$ cat config.mk
export PLATFORM = sky130hd
export DESIGN_NAME = set_cookie_header_extractor_top
export DESIGN_NICKNAME = d
export VERILOG_FILES = /design/src/hdl/sche_pkg.sv /design/src/hdl/sche_parser.sv /design/src/hdl/sche_fifo.sv /design/src/hdl/sche_out.sv /design/src/hdl/set_cookie_header_extractor_top.sv
export SDC_FILE = /design/constraint.sdc
export NUM_CORES = 1
export LEC_CHECK = 0
export ABC_AREA = 1
export BUFFER_PORTS_ARGS = -buffer_cell sky130_fd_sc_hd__buf_2
export CAP_MARGIN = 20
export CORE_MARGIN = 2
export CORE_UTILIZATION = 50
export CTS_BUF_LIST = sky130_fd_sc_hd__clkbuf_16
export CTS_CLUSTER_DIAMETER = 120
export DETAILED_ROUTE_END_ITERATION = 10
export GPL_ROUTABILITY_DRIVEN = 0
export HOLD_SLACK_MARGIN = 0.05
export PLACE_DENSITY = 0.82
export SLEW_MARGIN = 30
export SYNTH_ARGS = -nofsm -noshare
export SYNTH_HDL_FRONTEND = slang
export SYNTH_SLANG_ARGS = --single-unit
$ cat constraint.sdc
create_clock -name clock -period 3 [get_ports clock]
set_input_delay 0.45 -clock clock [delete_from_list [all_inputs] [get_ports clock]]
set_output_delay 0.45 -clock clock [all_outputs]
set_load 0.005 [all_outputs]
$ cat src/hdl/sche_pkg.sv
// Shared types, codes and the header text table for the Set-Cookie extractor.
`timescale 1ns / 1ps

package sche_pkg;

   typedef enum logic [2:0] {
      PH_WAIT  = 3'd0,
      PH_LINE  = 3'd1,
      PH_FOUND = 3'd2,
      PH_NAME  = 3'd3,
      PH_VALUE = 3'd4,
      PH_ENDED = 3'd5
   } phase_type;

   localparam logic [2:0] KIND_NAME    = 3'd0;
   localparam logic [2:0] KIND_VALUE   = 3'd1;
   localparam logic [2:0] KIND_COMMIT  = 3'd2;
   localparam logic [2:0] KIND_DISCARD = 3'd3;
   localparam logic [2:0] KIND_END     = 3'd4;

   localparam logic [7:0] CHAR_LF    = 8'd10;
   localparam logic [7:0] CHAR_CR    = 8'd13;
   localparam logic [7:0] CHAR_SPACE = 8'h20;
   localparam logic [7:0] CHAR_ZERO  = 8'h30;
   localparam logic [7:0] CHAR_SEMI  = 8'h3B;
   localparam logic [7:0] CHAR_EQ    = 8'h3D;

   localparam logic [7:0] HDR_LEN = 8'd11;

   localparam logic [7:0] NAME_LIMIT_RESET  = 8'd50;
   localparam logic [7:0] VALUE_LIMIT_RESET = 8'd200;

   // Register indexes on the configuration port.
   localparam logic REG_NAME_LIMIT  = 1'b0;
   localparam logic REG_VALUE_LIMIT = 1'b1;

   typedef struct packed {
      logic [2:0] kind;
      logic [7:0] data;
   } event_type;

   // Characters of the text "Set-Cookie:"; positions past the end give zero.
   function automatic logic [7:0] hdr_char(input logic [3:0] pos);
      logic [7:0] c;
      case (pos)
         4'd0:    c = 8'h53;
         4'd1:    c = 8'h65;
         4'd2:    c = 8'h74;
         4'd3:    c = 8'h2D;
         4'd4:    c = 8'h43;
         4'd5:    c = 8'h6F;
         4'd6:    c = 8'h6F;
         4'd7:    c = 8'h6B;
         4'd8:    c = 8'h69;
         4'd9:    c = 8'h65;
         4'd10:   c = 8'h3A;
         default: c = 8'h00;
      endcase
      return c;
   endfunction

   // Control bytes: below space, or 0x80 and above.
   function automatic logic is_ctrl(input logic [7:0] b);
      return (b < CHAR_SPACE) || b[7];
   endfunction

endpackage

$ cat src/hdl/sche_parser.sv
// Front part: parser state machine that classifies each byte into at most one event.
`timescale 1ns / 1ps

module sche_parser (
   input  logic                clock,
   input  logic                reset,
   input  logic                accept,
   input  logic [7:0]          in_byte,
   input  logic                start_req,
   input  logic [7:0]          name_limit,
   input  logic [7:0]          value_limit,
   output logic                evt_valid,
   output sche_pkg::event_type evt
);

   sche_pkg::phase_type phase_ff, phase_in;
   logic [7:0]          count_ff, count_in;
   sche_pkg::phase_type cur_phase;
   logic [7:0]          cur_count;
   logic                start_discard;
   logic                term;

   // A new message restarts parsing before the byte is looked at.
   assign cur_phase     = start_req ? sche_pkg::PH_WAIT : phase_ff;
   assign cur_count     = start_req ? 8'd0 : count_ff;
   assign start_discard = start_req &&
                          (phase_ff == sche_pkg::PH_NAME || phase_ff == sche_pkg::PH_VALUE);
   assign term          = sche_pkg::is_ctrl(in_byte) || (in_byte == sche_pkg::CHAR_SEMI);

   // Next state.
   always_comb begin
      phase_in = cur_phase;
      count_in = cur_count;
      case (cur_phase)
         sche_pkg::PH_WAIT: begin
            if (in_byte == sche_pkg::CHAR_LF) begin
               phase_in = sche_pkg::PH_LINE;
               count_in = 8'd0;
            end
         end
         sche_pkg::PH_LINE: begin
            if (in_byte == sche_pkg::CHAR_LF) begin
               phase_in = sche_pkg::PH_ENDED;
               count_in = 8'd0;
            end else if (in_byte == sche_pkg::CHAR_CR) begin
               phase_in = cur_phase;
            end else if (cur_count >= sche_pkg::HDR_LEN ||
                         in_byte != sche_pkg::hdr_char(cur_count[3:0])) begin
               phase_in = sche_pkg::PH_WAIT;
               count_in = 8'd0;
            end else if (cur_count + 8'd1 == sche_pkg::HDR_LEN) begin
               phase_in = sche_pkg::PH_FOUND;
               count_in = 8'd0;
            end else begin
               count_in = cur_count + 8'd1;
            end
         end
         sche_pkg::PH_FOUND: begin
            if (in_byte == sche_pkg::CHAR_SPACE) begin
               phase_in = cur_phase;
            end else if (in_byte == sche_pkg::CHAR_LF) begin
               phase_in = sche_pkg::PH_LINE;
               count_in = 8'd0;
            end else if (in_byte < sche_pkg::CHAR_ZERO || in_byte[7] ||
                         in_byte == sche_pkg::CHAR_SEMI) begin
               phase_in = sche_pkg::PH_WAIT;
               count_in = 8'd0;
            end else begin
               phase_in = sche_pkg::PH_NAME;
               count_in = 8'd1;
            end
         end
         sche_pkg::PH_NAME: begin
            if (term) begin
               phase_in = (in_byte == sche_pkg::CHAR_LF) ? sche_pkg::PH_LINE
                                                         : sche_pkg::PH_WAIT;
               count_in = 8'd0;
            end else if (in_byte == sche_pkg::CHAR_EQ) begin
               phase_in = sche_pkg::PH_VALUE;
               count_in = 8'd0;
            end else if (cur_count >= name_limit) begin
               phase_in = sche_pkg::PH_WAIT;
               count_in = 8'd0;
            end else begin
               count_in = cur_count + 8'd1;
            end
         end
         sche_pkg::PH_VALUE: begin
            if (term) begin
               phase_in = (in_byte == sche_pkg::CHAR_LF) ? sche_pkg::PH_LINE
                                                         : sche_pkg::PH_WAIT;
               count_in = 8'd0;
            end else if (cur_count >= value_limit) begin
               phase_in = sche_pkg::PH_WAIT;
               count_in = 8'd0;
            end else begin
               count_in = cur_count + 8'd1;
            end
         end
         sche_pkg::PH_ENDED: begin
            phase_in = cur_phase;
         end
         default: begin
            phase_in = sche_pkg::PH_WAIT;
            count_in = 8'd0;
         end
      endcase
   end

   // Event produced by the byte.
   always_comb begin
      evt_valid = 1'b0;
      evt.kind  = sche_pkg::KIND_NAME;
      evt.data  = 8'd0;
      if (start_discard) begin
         evt_valid = 1'b1;
         evt.kind  = sche_pkg::KIND_DISCARD;
      end else begin
         case (cur_phase)
            sche_pkg::PH_LINE: begin
               if (in_byte == sche_pkg::CHAR_LF) begin
                  evt_valid = 1'b1;
                  evt.kind  = sche_pkg::KIND_END;
               end
            end
            sche_pkg::PH_FOUND: begin
               if (in_byte != sche_pkg::CHAR_SPACE && in_byte != sche_pkg::CHAR_LF &&
                   in_byte >= sche_pkg::CHAR_ZERO && !in_byte[7] &&
                   in_byte != sche_pkg::CHAR_SEMI) begin
                  evt_valid = 1'b1;
                  evt.kind  = sche_pkg::KIND_NAME;
                  evt.data  = in_byte;
               end
            end
            sche_pkg::PH_NAME: begin
               if (term) begin
                  evt_valid = 1'b1;
                  evt.kind  = sche_pkg::KIND_COMMIT;
               end else if (in_byte != sche_pkg::CHAR_EQ) begin
                  evt_valid = 1'b1;
                  if (cur_count >= name_limit) begin
                     evt.kind = sche_pkg::KIND_DISCARD;
                  end else begin
                     evt.kind = sche_pkg::KIND_NAME;
                     evt.data = in_byte;
                  end
               end
            end
            sche_pkg::PH_VALUE: begin
               evt_valid = 1'b1;
               if (term) begin
                  evt.kind = sche_pkg::KIND_COMMIT;
               end else if (cur_count >= value_limit) begin
                  evt.kind = sche_pkg::KIND_DISCARD;
               end else begin
                  evt.kind = sche_pkg::KIND_VALUE;
                  evt.data = in_byte;
               end
            end
            default: begin
               evt_valid = 1'b0;
            end
         endcase
      end
      evt_valid = evt_valid && accept;
   end

   always_ff @(posedge clock) begin
      if (reset) begin
         phase_ff <= sche_pkg::PH_WAIT;
         count_ff <= 8'd0;
      end else if (accept) begin
         phase_ff <= phase_in;
         count_ff <= count_in;
      end
   end

endmodule

$ cat src/hdl/sche_fifo.sv
// Short event queue between the parser and the output stage.
`timescale 1ns / 1ps

module sche_fifo #(
   parameter int DEPTH = 4
) (
   input  logic                clock,
   input  logic                reset,
   input  logic                push,
   input  sche_pkg::event_type push_data,
   input  logic                pop,
   output sche_pkg::event_type pop_data,
   output logic                full,
   output logic                empty
);

   localparam int PTR_W = (DEPTH > 1) ? $clog2(DEPTH) : 1;
   localparam int CNT_W = $clog2(DEPTH + 1);

   sche_pkg::event_type entry_ff [DEPTH];
   logic [PTR_W-1:0]    wr_ptr_ff, wr_ptr_in;
   logic [PTR_W-1:0]    rd_ptr_ff, rd_ptr_in;
   logic [CNT_W-1:0]    count_ff, count_in;
   logic                do_push, do_pop;

   assign full     = (count_ff == CNT_W'(DEPTH));
   assign empty    = (count_ff == '0);
   assign do_push  = push && !full;
   assign do_pop   = pop && !empty;
   assign pop_data = entry_ff[rd_ptr_ff];

   always_comb begin
      wr_ptr_in = wr_ptr_ff;
      rd_ptr_in = rd_ptr_ff;
      count_in  = count_ff;
      if (do_push) begin
         wr_ptr_in = (wr_ptr_ff == PTR_W'(DEPTH - 1)) ? '0 : wr_ptr_ff + PTR_W'(1);
      end
      if (do_pop) begin
         rd_ptr_in = (rd_ptr_ff == PTR_W'(DEPTH - 1)) ? '0 : rd_ptr_ff + PTR_W'(1);
      end
      if (do_push && !do_pop) begin
         count_in = count_ff + CNT_W'(1);
      end else if (do_pop && !do_push) begin
         count_in = count_ff - CNT_W'(1);
      end
   end

   always_ff @(posedge clock) begin
      if (do_push) begin
         entry_ff[wr_ptr_ff] <= push_data;
      end
   end

   always_ff @(posedge clock) begin
      if (reset) begin
         wr_ptr_ff <= '0;
         rd_ptr_ff <= '0;
         count_ff  <= '0;
      end else begin
         wr_ptr_ff <= wr_ptr_in;
         rd_ptr_ff <= rd_ptr_in;
         count_ff  <= count_in;
      end
   end

endmodule

$ cat src/hdl/sche_out.sv
// Back part: output register that drains the event queue onto the result channel.
`timescale 1ns / 1ps

module sche_out (
   input  logic                clock,
   input  logic                reset,
   input  logic                q_empty,
   input  sche_pkg::event_type q_data,
   output logic                q_pop,
   output logic                rsp_valid,
   input  logic                rsp_stall,
   output logic [2:0]          rsp_out_kind,
   output logic [7:0]          rsp_out_byte
);

   logic                valid_ff, valid_in;
   sche_pkg::event_type data_ff;

   // Load whenever the register is free or its item is being taken.
   assign q_pop = !q_empty && (!valid_ff || !rsp_stall);

   always_comb begin
      if (q_pop) begin
         valid_in = 1'b1;
      end else if (valid_ff && rsp_stall) begin
         valid_in = 1'b1;
      end else begin
         valid_in = 1'b0;
      end
   end

   always_ff @(posedge clock) begin
      if (reset) begin
         valid_ff <= 1'b0;
      end else begin
         valid_ff <= valid_in;
      end
   end

   always_ff @(posedge clock) begin
      if (q_pop) begin
         data_ff <= q_data;
      end
   end

   assign rsp_valid    = valid_ff;
   assign rsp_out_kind = data_ff.kind;
   assign rsp_out_byte = data_ff.data;

endmodule

$ cat src/hdl/set_cookie_header_extractor_top.sv
// Top level of the Set-Cookie header extractor: parser, event queue, output stage, registers.
// Each event is written into the event queue when its byte is accepted, and is then loaded
// into the output register, from which the result channel takes it.
// Throughput: one byte per cycle while the event queue is not full; the parser state update is its own loop.
// Bytes that cause no event are still taken and produce nothing on the result channel.
// Input stalls only when the QUEUE_DEPTH-entry event queue is full.
// Synchronous active-high reset: parser waits for a newline, queue empties, limits 50 and 200.
`timescale 1ns / 1ps

module set_cookie_header_extractor_top #(
   parameter int QUEUE_DEPTH = 4
) (
   input  logic        clock,
   input  logic        reset,
   // Input channel: one response byte per item.
   input  logic        req_valid,
   output logic        req_stall,
   input  logic [7:0]  req_in_byte,
   input  logic        req_start_req,
   // Result channel: one event per item.
   output logic        rsp_valid,
   input  logic        rsp_stall,
   output logic [2:0]  rsp_out_kind,
   output logic [7:0]  rsp_out_byte,
   // Configuration port.
   input  logic        csr_psel,
   input  logic        csr_penable,
   input  logic        csr_pwrite,
   input  logic [2:0]  csr_paddr,
   input  logic [31:0] csr_pwdata,
   output logic [31:0] csr_prdata,
   output logic        csr_pready
);

   logic [7:0]          name_limit_ff, name_limit_in;
   logic [7:0]          value_limit_ff, value_limit_in;
   logic                csr_write;
   logic                req_accept;
   logic                evt_valid;
   sche_pkg::event_type evt;
   logic                q_full, q_empty, q_pop;
   sche_pkg::event_type q_data;

   // The configuration port never waits. Address bit 2 selects the register.
   assign csr_pready = 1'b1;
   assign csr_write  = csr_psel && csr_penable && csr_pwrite;

   always_comb begin
      name_limit_in  = name_limit_ff;
      value_limit_in = value_limit_ff;
      if (csr_write) begin
         case (csr_paddr[2])
            sche_pkg::REG_NAME_LIMIT:  name_limit_in  = csr_pwdata[7:0];
            sche_pkg::REG_VALUE_LIMIT: value_limit_in = csr_pwdata[7:0];
            default:                   name_limit_in  = name_limit_ff;
         endcase
      end
   end

   always_comb begin
      case (csr_paddr[2])
         sche_pkg::REG_NAME_LIMIT:  csr_prdata = {24'd0, name_limit_ff};
         sche_pkg::REG_VALUE_LIMIT: csr_prdata = {24'd0, value_limit_ff};
         default:                   csr_prdata = 32'd0;
      endcase
   end

   always_ff @(posedge clock) begin
      if (reset) begin
         name_limit_ff  <= sche_pkg::NAME_LIMIT_RESET;
         value_limit_ff <= sche_pkg::VALUE_LIMIT_RESET;
      end else begin
         name_limit_ff  <= name_limit_in;
         value_limit_ff <= value_limit_in;
      end
   end

   // The parser takes a byte whenever the queue has room for its event, so
   // a stall on the result channel reaches the input only once the queue fills.
   assign req_stall  = q_full;
   assign req_accept = req_valid && !q_full;

   sche_parser u_parser (
      .clock       (clock),
      .reset       (reset),
      .accept      (req_accept),
      .in_byte     (req_in_byte),
      .start_req   (req_start_req),
      .name_limit  (name_limit_ff),
      .value_limit (value_limit_ff),
      .evt_valid   (evt_valid),
      .evt         (evt)
   );

   sche_fifo #(
      .DEPTH (QUEUE_DEPTH)
   ) u_fifo (
      .clock     (clock),
      .reset     (reset),
      .push      (evt_valid),
      .push_data (evt),
      .pop       (q_pop),
      .pop_data  (q_data),
      .full      (q_full),
      .empty     (q_empty)
   );

   // The output register holds an item while the consumer stalls and the
   // queue keeps filling behind it.
   sche_out u_out (
      .clock        (clock),
      .reset        (reset),
      .q_empty      (q_empty),
      .q_data       (q_data),
      .q_pop        (q_pop),
      .rsp_valid    (rsp_valid),
      .rsp_stall    (rsp_stall),
      .rsp_out_kind (rsp_out_kind),
      .rsp_out_byte (rsp_out_byte)
   );

endmodule
[Word level (Yosys, flattened, before mapping)]
Memory sizes are Yosys's and may differ from the RTL's. A register that Yosys moved wholly into a read port is not among the register bits.
Cells that the tools add are included.
Cells by class
  equality and inequality tests: 21
  add/subtract/negate cells: 5
  reductions and logical operators: 34
  order comparisons: 6
  bitwise operators: 1
  multiplexer cells: 64
Operator list (count)
  two-way mux 8 bit: 22
  one-hot mux 32 bit (2 select lines): 1
  two-way mux 3 bit: 19
  one-hot mux 8 bit (6 select lines): 1
  equality test 8 x 4 -> 1 bit (second input constant): 3
  equality test 8 x 6 -> 1 bit (second input constant): 3
  inequality test 8 x 6 -> 1 bit (second input constant): 3
  one-hot mux 8 bit (3 select lines): 1
  one-hot mux 3 bit (6 select lines): 1
  greater-or-equal comparator 8 bit: 2
  less-than comparator 8 x 6 -> 1 bit (second input constant): 2
  logical AND 1 bit: 15
  equality test 3 bit (second input constant): 4
  one-hot mux 3 bit (4 select lines): 1
  two-way mux 1 bit: 11
  two-way mux 10 bit: 1
  two-way mux 2 bit: 5
  equality test 3 x 2 -> 1 bit (second input constant): 3
  adder 8 x 1 -> 8 bit (second input constant): 1
  greater-or-equal comparator 8 x 4 -> 1 bit (second input constant): 1
  greater-or-equal comparator 8 x 6 -> 1 bit (second input constant): 1
  inequality test 8 x 4 -> 1 bit (second input constant): 1
  inequality test 8 bit: 1
  logical NOT 1 bit: 7
  other kinds (11): 21
Word-level totals
  register bits: 35
  bits of input ports: 51
  memory bits (writable): 44
  memories kept: 2
  ROM bits: 112
  output and inout port bits: 46
Memories
  (no name shown): depth 16, width 7, read ports 1, clocked after Yosys merged registers in 0, write ports 0, RTL line sche_pkg.sv:45  | case (pos)
  u_fifo.entry_ff: depth 4, width 11, read ports 1, clocked after Yosys merged registers in 1, write ports 1, RTL line sche_fifo.sv:20  | sche_pkg::event_type entry_ff [DEPTH];

[Depth between registers and ports, before layout]
Gate-level depths: netlist of the first run.
  word-level depth: 14
  depth in mapped cells: 20

[Hierarchy]
Synthesis of the first run repeated with hierarchy kept, for this count alone.
Unflattened totals
  cell total of the unflattened synthesis: 724
  area total of the unflattened synthesis: 5659.2 um2
By module, submodules not included
  sche_fifo: times used 1, seq. area each 1501.4 um2, area each 2172.1 um2, cells an instance 178
  sche_parser: times used 1, seq. area each 220.2 um2, area each 2118.3 um2, cells an instance 381
  set_cookie_header_extractor_top: times used 1, seq. area each 320.3 um2, area each 1001.0 um2, cells an instance 150
  sche_out: times used 1, seq. area each 350.3 um2, area each 367.9 um2, cells an instance 15

[Worst setup path before layout of the first run]
Ideal clock, no wire load.
  path type: input port to flip-flop
  start: input port req_in_byte[6]
  end: register u_fifo.count_ff[2]
  stages on the path: 17
  required time: 2.930 ns
  arrival: 2.469 ns
  library setup time: 0.070 ns
  setup slack: 0.461 ns
  cell sequence: inv_2 > nand2_1 > nor2_1 > nand2_1 > nor2_1 > nand2_1 > nand4_1 > nand2_1 > inv_1 > ha_1 > inv_1 > fa_1 > nor2_1 > nor2_1 > nand2_1 > o21ai_0 > a21oi_1
Between the ends
  word-level cells in the longest chain between the ends: 13
Ends and longest elaborated chain
  start: declaration: RTL line set_cookie_header_extractor_top.sv:18  | input logic [7:0] req_in_byte,
  parallel branches: the longest is 6 deep, another holds greater-or-equal comparator 8 x 6 -> 1 bit
  one-hot mux 1 bit (4 select lines) *: RTL line sche_parser.sv:119  | case (cur_phase)
  two-way mux 1 bit *: RTL line sche_parser.sv:115  | if (start_discard) begin
  logical AND 1 bit *: RTL line sche_parser.sv:165  | evt_valid = evt_valid && accept;
  logical AND 1 bit *: RTL line sche_fifo.sv:28  | assign do_push = push && !full;
  via u_fifo.do_push: RTL line sche_fifo.sv:24  | logic do_push, do_pop;
  logical NOT 1 bit: RTL line sche_fifo.sv:44  | end else if (do_pop && !do_push) begin
  logical AND 1 bit: RTL line sche_fifo.sv:44
  nonzero test 2 bit (no line)
  end signal: assignment: RTL line sche_fifo.sv:63  | count_ff <= count_in;
  end: declaration: RTL line sche_fifo.sv:23  | logic [CNT_W-1:0] count_ff, count_in;
Mark *: on every way through the listed nets, which the timed path passes.
A chain may end at the register's enable or synchronous reset.

==> impl_metrics.yaml, run 1 <==
finish:
  syn_to_final_growth_pct: 13.69
  fill_cells: 964
  final_common_cell: "nand2_1"
  final_area_mm2: 0.006192
  final_nets: 843
  diodes: 0
  drive_gt1_share_pct: 16.15
  most-common-layout-cells: "135 x nand2_1, 79 x inv_1, 78 x nor2_1, 67 x o21ai_0, 55 x edfxtp_1"
detailed_routing:
  dr.pass1.iters: 5
  wl_per_cell_um: 13.30
  drcViolationCount: 0
  drtIter0Drc: 333
  routed_wl_mm: 12.07
  vias_per_cell: 5.226
  vias: 4745
  antenna_left: 0
timing:
  post-route-period-util_pct: 92.69
  fin_ws_ns: 0.2192
  slew_headroom_pct: 53.86
  skew_ns: 0.005549
  timing.fmax_mhz: 359.6
  min_period_ns: 2.781
  maxSlewViolCount: 0
  rsz0062_at_grt: "false"
  max_slew.worst_pin.slew_ns: 0.6913
  setup_viol: 0
  hold_viol: 0
yosys:
  synth-edff-count: 55
  synth_cells: 697
  synth-main-ff-cell: "edfxtp_1"
  syn_area_per_cell_um2: 7.814
  yosysSeqAreaShare_pct: 43.19
  synth-async-reset-ratio_pct: 0
  synth_cell_types: 42
  ys_ff_latch: 90
  syn_area_mm2: 0.005446
  yosys_warnings: 0
clock_tree:
  post-cts-setup-buffers: 0
  cts_hold_buf: 0
  cts.clk_slew.worst_paths_ns: 0.07
  cts_root_buffer: "clkbuf_16"
  cts_resized: 0
  cts_max_path_buffers: 2
  cts.sinks: 90
  numCtsBuffers: 9
  clk_latency_ns: 0.34
  h-tree-depth: 3
  tritoncts: "built"
power_and_ir_drop:
  powerDensity_mw_per_mm2: 565.1
  p_leak_nw: 2.862
  ir_worst_vdd_mv: 0.4135
placed_design:
  hpwl_mm: 8.928
  numPortBuffers: 45
  place_ws_ns: -0.03057
  placed_cell_area_mm2: 0.005861
floorplanning:
  pin_count: 97
  die_w_um: 108.4
  rows: 38
  start_util_pct: 50.69
  die_h_um: 108.4
  die-area_mm2: 0.01174
  coreArea_mm2: 0.01075
global_route:
  grt_overflow: 0
  grt_pass1_vias: 4378
  grt_max_degree: 26
  grt_pass1_wl_mm: 19.83
  antenna_found_initial: 0
  grt_usage_pct: 21.52
job:
  drv_cap: 0
run_status:
  status: "finished clean"
setup_path:
  required_ns: 3.12
  critPathKind: "in2reg"
  end_kind: "flop"
  crit_arrival_ns: 2.90
  start_kind: "primary input"
  cp_max_fo: 9
hold_path:
  hp-class: "in2reg"
state kept, by name, indices dropped and copies added (netlist names):
| name | count |
|---|---|
| u_out.rsp_out_kind | 3 |
| u_fifo.rd_ptr_ff | 2 |
| u_fifo.count_ff | 3 |
| value_limit_ff | 8 |
| name_limit_ff | 8 |
| u_out.rsp_valid | 1 |
| u_parser.count_ff | 8 |
| u_out.rsp_out_byte | 8 |
| u_fifo.wr_ptr_ff | 2 |
| u_parser.phase_ff | 3 |
| u_fifo.entry_ff | 44 |
logic make-up after synthesis:
logic type                 after synthesis  synth area share (%)
and+or+nand+nor                        297                 23.73
AOI/OAI and AO/OA                      145                 14.66
buffers and inverters                  134                 11.49
DFF                                     90                 43.19
adders and majority gates               29                 6.800
other                                    2                0.1379
cells in the mapped netlist, types with 4 or more instances:
cell	instances	area share (%)
inv_2	12	0.83
o211ai_1	4	0.55
edfxtp_1	55	30
dfxtp_1	35	13
nand2_1	135	9.3
nor3_1	6	0.55
clkbuf_1	11	0.76
buf_4	25	3.4
nor2_1	82	5.7
nand3_1	45	4.1
ha_1	28	6.4
nand2_2	5	0.57
nand4_1	13	1.5
o21ai_1	6	0.55
inv_1	79	5.4
o22ai_1	11	1.3
a21oi_1	44	4.0
o21ai_0	67	6.2
layout make-up:
cell class	count	area (um^2)	share of cell area, %
Timing Repair Buffer	68	397.9	6.426
Sequential cell	90	2354	38.01
Tap cell	140	175.2	2.829
Clock inverter	7	100.1	1.616
Clock buffer	9	225.2	3.637
Multi-Input combinational cell	500	2580	41.66
Inverter	94	360.3	5.819
path summary, 6_finish.rpt:
kind,start,to,slack (ns),depth (start not counted)
worst max register to register,u_parser.count_ff[1],u_fifo.entry_ff[2][0],0.25,13
worst min-delay path,csr_pwdata[6],value_limit_ff[6],0.34,3
worst min register to register,u_parser.count_ff[7],u_parser.count_ff[7],0.47,2
worst max-delay path,req_start_req,u_fifo.entry_ff[2][0],0.22,14
per-layer routing:
layer	vias to the layer above	global-route usage (%)	routed length (um)	part of all wire [%]
met5	-	0	0	0
met4	0	6.868	278	2.3
met3	23	4.159	648	5.4
met2	166	39.62	6077	50
met1	2147	25.09	5070	42
li1	2409	-	-	-
per-stage QoR:
step                instances  total power [mW]  utilization [%]  hold WS, ns  setup TNS, ns
finish                    908             3.499            57.63       0.3405              0
global route              908             3.680            57.63       0.3578              0
CTS                       908             3.514            57.57       0.3336              0
detailed placement        892             2.306            54.54       0.4586        -0.1222
global placement          892             2.266            54.49       0.4540              0
floorplan                 724             2.063                -       0.4453              0
power breakdown:
group / leakage, nW / switching [mW] / internal, mW
clock: 0.150 / 0.487 / 0.736
sequential: 0.828 / 0.0607 / 1.48
combinational: 1.88 / 0.481 / 0.250
total: 2.86 / 1.03 / 2.47
worst max-delay path, stage by stage:
cell and delay [ns]:
buf_2 0.28, inv_6 0.10, nand2_1 0.17, inv_1 0.12, ha_1 0.32, a21oi_1 0.16
o21a_1 0.12, nand3_1 0.21, nor2_1 0.22, nand2_1 0.13, o21ai_2 0.10, a21oi_2 0.07
buf_4 0.16, nor2_1 0.28
Power figures use the tool's default switching activity.
==> run 2: changes to the inputs <==
Settings changed: REMOVE_ABC_BUFFERS set to 1.
==> run 2 against run 1 <==
Clock skew up 0.0053 ns; cell count up 0.22%; final area down 0.30%; register-to-register slack better by 0.13 ns.
==> impl_metrics.yaml, run 2 (synthesis gave the netlist of run 1 again) <==
run_status:
  status: "finished clean"
detailed_routing:
  antenna_left: 0
  routed_wl_mm: 12.39
  drcViolationCount: 0
  vias: 4809
  drtIter0Drc: 297
  vias_per_cell: 5.285
  wl_per_cell_um: 13.62
  dr.pass1.iters: 7
clock_tree:
  clk_latency_ns: 0.35
  cts_hold_buf: 0
  post-cts-setup-buffers: 0
  cts_resized: 0
  cts.clk_slew.worst_paths_ns: 0.08
  h-tree-depth: 3
  tritoncts: "built"
  cts.sinks: 90
  cts_root_buffer: "clkbuf_16"
  numCtsBuffers: 9
  cts_max_path_buffers: 2
timing:
  maxSlewViolCount: 0
  fin_ws_ns: 0.3764
  max_slew.worst_pin.slew_ns: 0.6627
  setup_viol: 0
  min_period_ns: 2.624
  rsz0062_at_grt: "false"
  hold_viol: 0
  final.setup.tns_ns: 0
  slew_headroom_pct: 55.77
  timing.fmax_mhz: 381.2
  skew_ns: 0.01082
  post-route-period-util_pct: 87.45
power_and_ir_drop:
  ir_worst_vdd_mv: 0.2624
  powerDensity_mw_per_mm2: 547.3
  p_leak_nw: 2.832
floorplanning:
  die_h_um: 108.4
  die_w_um: 108.4
  start_util_pct: 50.69
  coreArea_mm2: 0.01075
  pin_count: 97
  rows: 38
  die-area_mm2: 0.01174
placed_design:
  numPortBuffers: 45
  hpwl_mm: 9.077
  place_ws_ns: 0.1367
setup_path:
  crit_arrival_ns: 2.90
  end_kind: "flop"
  cp_max_fo: 7
  required_ns: 3.27
  critPathKind: "reg2reg"
  start_kind: "flop"
job:
  drv_cap: 0
finish:
  fill_cells: 968
  regMostFlops: "u_fifo.entry_ff"
  largest_register_ff_count: 44
  final_nets: 845
  multi_input_area_mm2: 0.002580
  syn_to_final_growth_pct: 13.35
  diodes: 0
  drive_gt1_share_pct: 16.36
  most-common-layout-cells: "135 x nand2_1, 79 x inv_1, 78 x nor2_1, 67 x o21ai_0, 55 x edfxtp_1"
  final_common_cell: "nand2_1"
  regArea_mm2: 0.002354
global_route:
  grt_usage_pct: 22.36
  grt_pass1_wl_mm: 20.60
  grt_pass1_vias: 4500
  grt_overflow: 0
  antenna_found_initial: 0
  grt_max_degree: 26
hold_path:
  hp-class: "in2reg"
==> run 2: cell count changes in the layout (fill, tap and decap cells not counted), sizes merged <==
cell,change
inv,+2
clkinv,+1
clkinvlp,-1
bufinv,-2
buf,+2
==> run 2: metrics by stage <==
step,total power [mW],hold slack [ns],instances,util (%),cell area (um^2)
finish,3.379,0.3267,910,57.45,6173
global route,3.578,0.3506,910,57.45,6173
CTS,3.411,0.3222,910,57.39,6167
detailed placement,2.296,0.4580,894,54.68,5876
global placement,2.260,0.4532,894,54.63,5871
floorplan,2.006,0.4393,684,-,5283
==> run 2: final cells by class <==
class | count | share of cell area (%)
clock buffers | 9 | 3.648
flip-flops and latches | 90 | 38.12
well taps | 140 | 2.837
clock inverters | 7 | 1.074
inverters | 94 | 5.837
multi-input cells | 500 | 41.79
repair buffers | 70 | 6.688
==> run 2: where the power goes <==
group	leakage (nW)	switching [mW]	internal [mW]
logic	1.89	0.474	0.245
registers	0.809	0.0586	1.48
clock network	0.136	0.536	0.581
==> run 2: path summary, 6_finish.rpt <==
| path | depth (start not counted) | to | start | slack, ns |
|---|---|---|---|---|
| worst max register to register | 18 | u_fifo.count_ff[2] | u_parser.phase_ff[0] | 0.38 |
| worst min-delay path | 3 | name_limit_ff[4] | csr_pwdata[4] | 0.33 |
| worst max-delay path | 18 | u_fifo.count_ff[2] | u_parser.phase_ff[0] | 0.38 |
| worst min register to register | 2 | u_parser.count_ff[6] | u_parser.count_ff[6] | 0.47 |
==> run 2: worst max-delay path, stage by stage, from the launching register on <==
cell and delay [ns]:
dfxtp_2 0.41, inv_2 0.04, nor2_1 0.19, inv_1 0.11
nor2_1 0.09, nand2_1 0.08, inv_1 0.09, nand2_1 0.07
nand4_1 0.14, nand2_1 0.19, inv_1 0.11, ha_1 0.15
inv_1 0.07, fa_1 0.38, nor2_1 0.11, nor2_1 0.04
nand2_1 0.07, o21ai_0 0.07, a21oi_1 0.13
==> run 2: layer usage <==
metal / GRT usage [%] / vias up / share of wire, %
li1: - / 2406 / -
met1: 26.48 / 2220 / 43
met2: 39.98 / 155 / 50
met3: 3.617 / 28 / 4.6
met4: 9.615 / 0 / 2.5
met5: 0 / - / 0
==> run 3: changes to the inputs <==
Clock period 3 ns to 3.13 ns, I/O delays scaled along.
==> run 3 against run 2 <==
Power down 4.9%; final area decreased by 0.81%; sequential share of layout area increased by 0.29 points; critical path depth unchanged; setup slack worse by 0.0022 ns; core utilization is 0.47 points lower; die area unchanged; sequential power shrank 5%; largest cell class unchanged; highest routed layer unchanged.
==> impl_metrics.yaml, run 3 (synthesis gave the netlist of run 1 again) <==
clock_tree:
  h-tree-depth: 3
  cts_max_path_buffers: 2
  clk_latency_ns: 0.34
  cts_hold_buf: 0
  tritoncts: "built"
  cts.sinks: 90
  cts_root_buffer: "clkbuf_16"
  cts_resized: 0
  cts.clk_slew.worst_paths_ns: 0.07
  post-cts-setup-buffers: 0
  numCtsBuffers: 9
finish:
  syn_to_final_growth_pct: 12.43
  largest_register_ff_count: 44
  diodes: 0
  finish.utilization_pct: 56.99
  regArea_mm2: 0.002352
  final_common_cell: "nand2_1"
  multi_input_area_mm2: 0.002570
  fill_cells: 985
  regMostFlops: "u_fifo.entry_ff"
  most-common-layout-cells: "135 x nand2_1, 82 x nor2_1, 80 x inv_1, 67 x o21ai_0, 55 x edfxtp_1"
  fin_cells: 905
  drive_gt1_share_pct: 15.03
  final_nets: 840
global_route:
  antenna_found_initial: 0
  grt_pass1_vias: 4495
  grt_max_degree: 26
  grt_usage_pct: 22.59
  grt_overflow: 0
  grt_pass1_wl_mm: 20.84
detailed_routing:
  dr.pass1.iters: 5
  vias: 4858
  routed_wl_mm: 12.53
  drcViolationCount: 0
  vias_per_cell: 5.368
  antenna_left: 0
  wl_per_cell_um: 13.84
  drtIter0Drc: 424
timing:
  max_slew.worst_pin.slew_ns: 0.6798
  maxSlewViolCount: 0
  final.setup.tns_ns: 0
  hold_viol: 0
  skew_ns: 0.008216
  setup_viol: 0
  slew_headroom_pct: 54.63
  rsz0062_at_grt: "false"
  post-route-period-util_pct: 88.05
  min_period_ns: 2.756
  timing.fmax_mhz: 362.9
hold_path:
  holdPathStages: 3
  hp-class: "in2reg"
setup_path:
  critPathKind: "reg2reg"
  worstRegToRegCells: 18
  required_ns: 3.40
  cp_max_fo: 7
  start_kind: "flop"
  end_kind: "flop"
  crit_arrival_ns: 3.03
power_and_ir_drop:
  powerDensity_mw_per_mm2: 524.7
  ir_worst_vdd_mv: 0.2983
  p_leak_nw: 2.785
placed_design:
  numPortBuffers: 45
  dp_cells: 889
  hpwl_mm: 8.987
floorplanning:
  die-area_mm2: 0.01174
  rows: 38
  coreArea_mm2: 0.01075
  pin_count: 97
  die_h_um: 108.4
  start_util_pct: 50.69
  die_w_um: 108.4
run_status:
  status: "finished clean"
job:
  drv_cap: 0
run 3: final timing paths:
check                    endpoint  slack [ns]                  from
min reg2reg  u_parser.count_ff[7]        0.46  u_parser.count_ff[7]
max            u_fifo.count_ff[2]        0.37  u_parser.phase_ff[0]
max reg2reg    u_fifo.count_ff[2]        0.37  u_parser.phase_ff[0]
min              name_limit_ff[4]        0.35         csr_pwdata[4]
run 3: power by group:
| part | total [mW] | switching, mW | internal [mW] | leakage (nW) |
|---|---|---|---|---|
| logic | 0.685 | 0.459 | 0.226 | 1.87 |
| registers | 1.47 | 0.0547 | 1.42 | 0.772 |
| clock network | 1.06 | 0.468 | 0.587 | 0.146 |
| total | 3.21 | 0.983 | 2.23 | 2.79 |
run 3: area by class of cell:
type | instances | area share (%)
clock inverter | 6 | 0.6539
timing repair buffer | 65 | 6.130
clock buffer | 10 | 4.087
sequential | 90 | 38.41
tap | 140 | 2.861
inverter | 94 | 5.885
multi-input combinational | 500 | 41.97
run 3: critical path, stage by stage (launching register included):
cell	delay [ns]
dfxtp_1	0.50
inv_2	0.05
nor2_1	0.19
inv_1	0.11
nor2_1	0.10
nand2_1	0.08
inv_1	0.15
nand2_1	0.14
nand4_1	0.17
nand2_1	0.10
inv_1	0.08
ha_1	0.13
inv_1	0.07
fa_1	0.38
nor2_1	0.11
nor2_1	0.04
nand2_1	0.07
o21ai_0	0.08
a21oi_1	0.14
run 3: per-stage QoR:
stage / setup WS (ns) / total power, mW / hold WS [ns] / instance area, um^2
finish: 0.3742 / 3.213 / 0.3531 / 6123
global route: 0.1068 / 3.390 / 0.3901 / 6123
CTS: 0.4179 / 3.230 / 0.3512 / 6123
detailed placement: 0.1440 / 2.177 / 0.4568 / 5833
global placement: 0.2045 / 2.146 / 0.4532 / 5833
floorplan: 0.3805 / 1.922 / 0.4393 / 5283
run 3: per-layer routing:
layer | vias to the layer above | wire length (um) | global-route usage [%] | share of wire [%]
met5 | - | 0 | 0 | 0
met4 | 0 | 415 | 10.90 | 3.3
met3 | 33 | 804 | 2.893 | 6.4
met2 | 218 | 6098 | 38.72 | 49
met1 | 2203 | 5205 | 28.19 | 42
li1 | 2404 | - | - | -
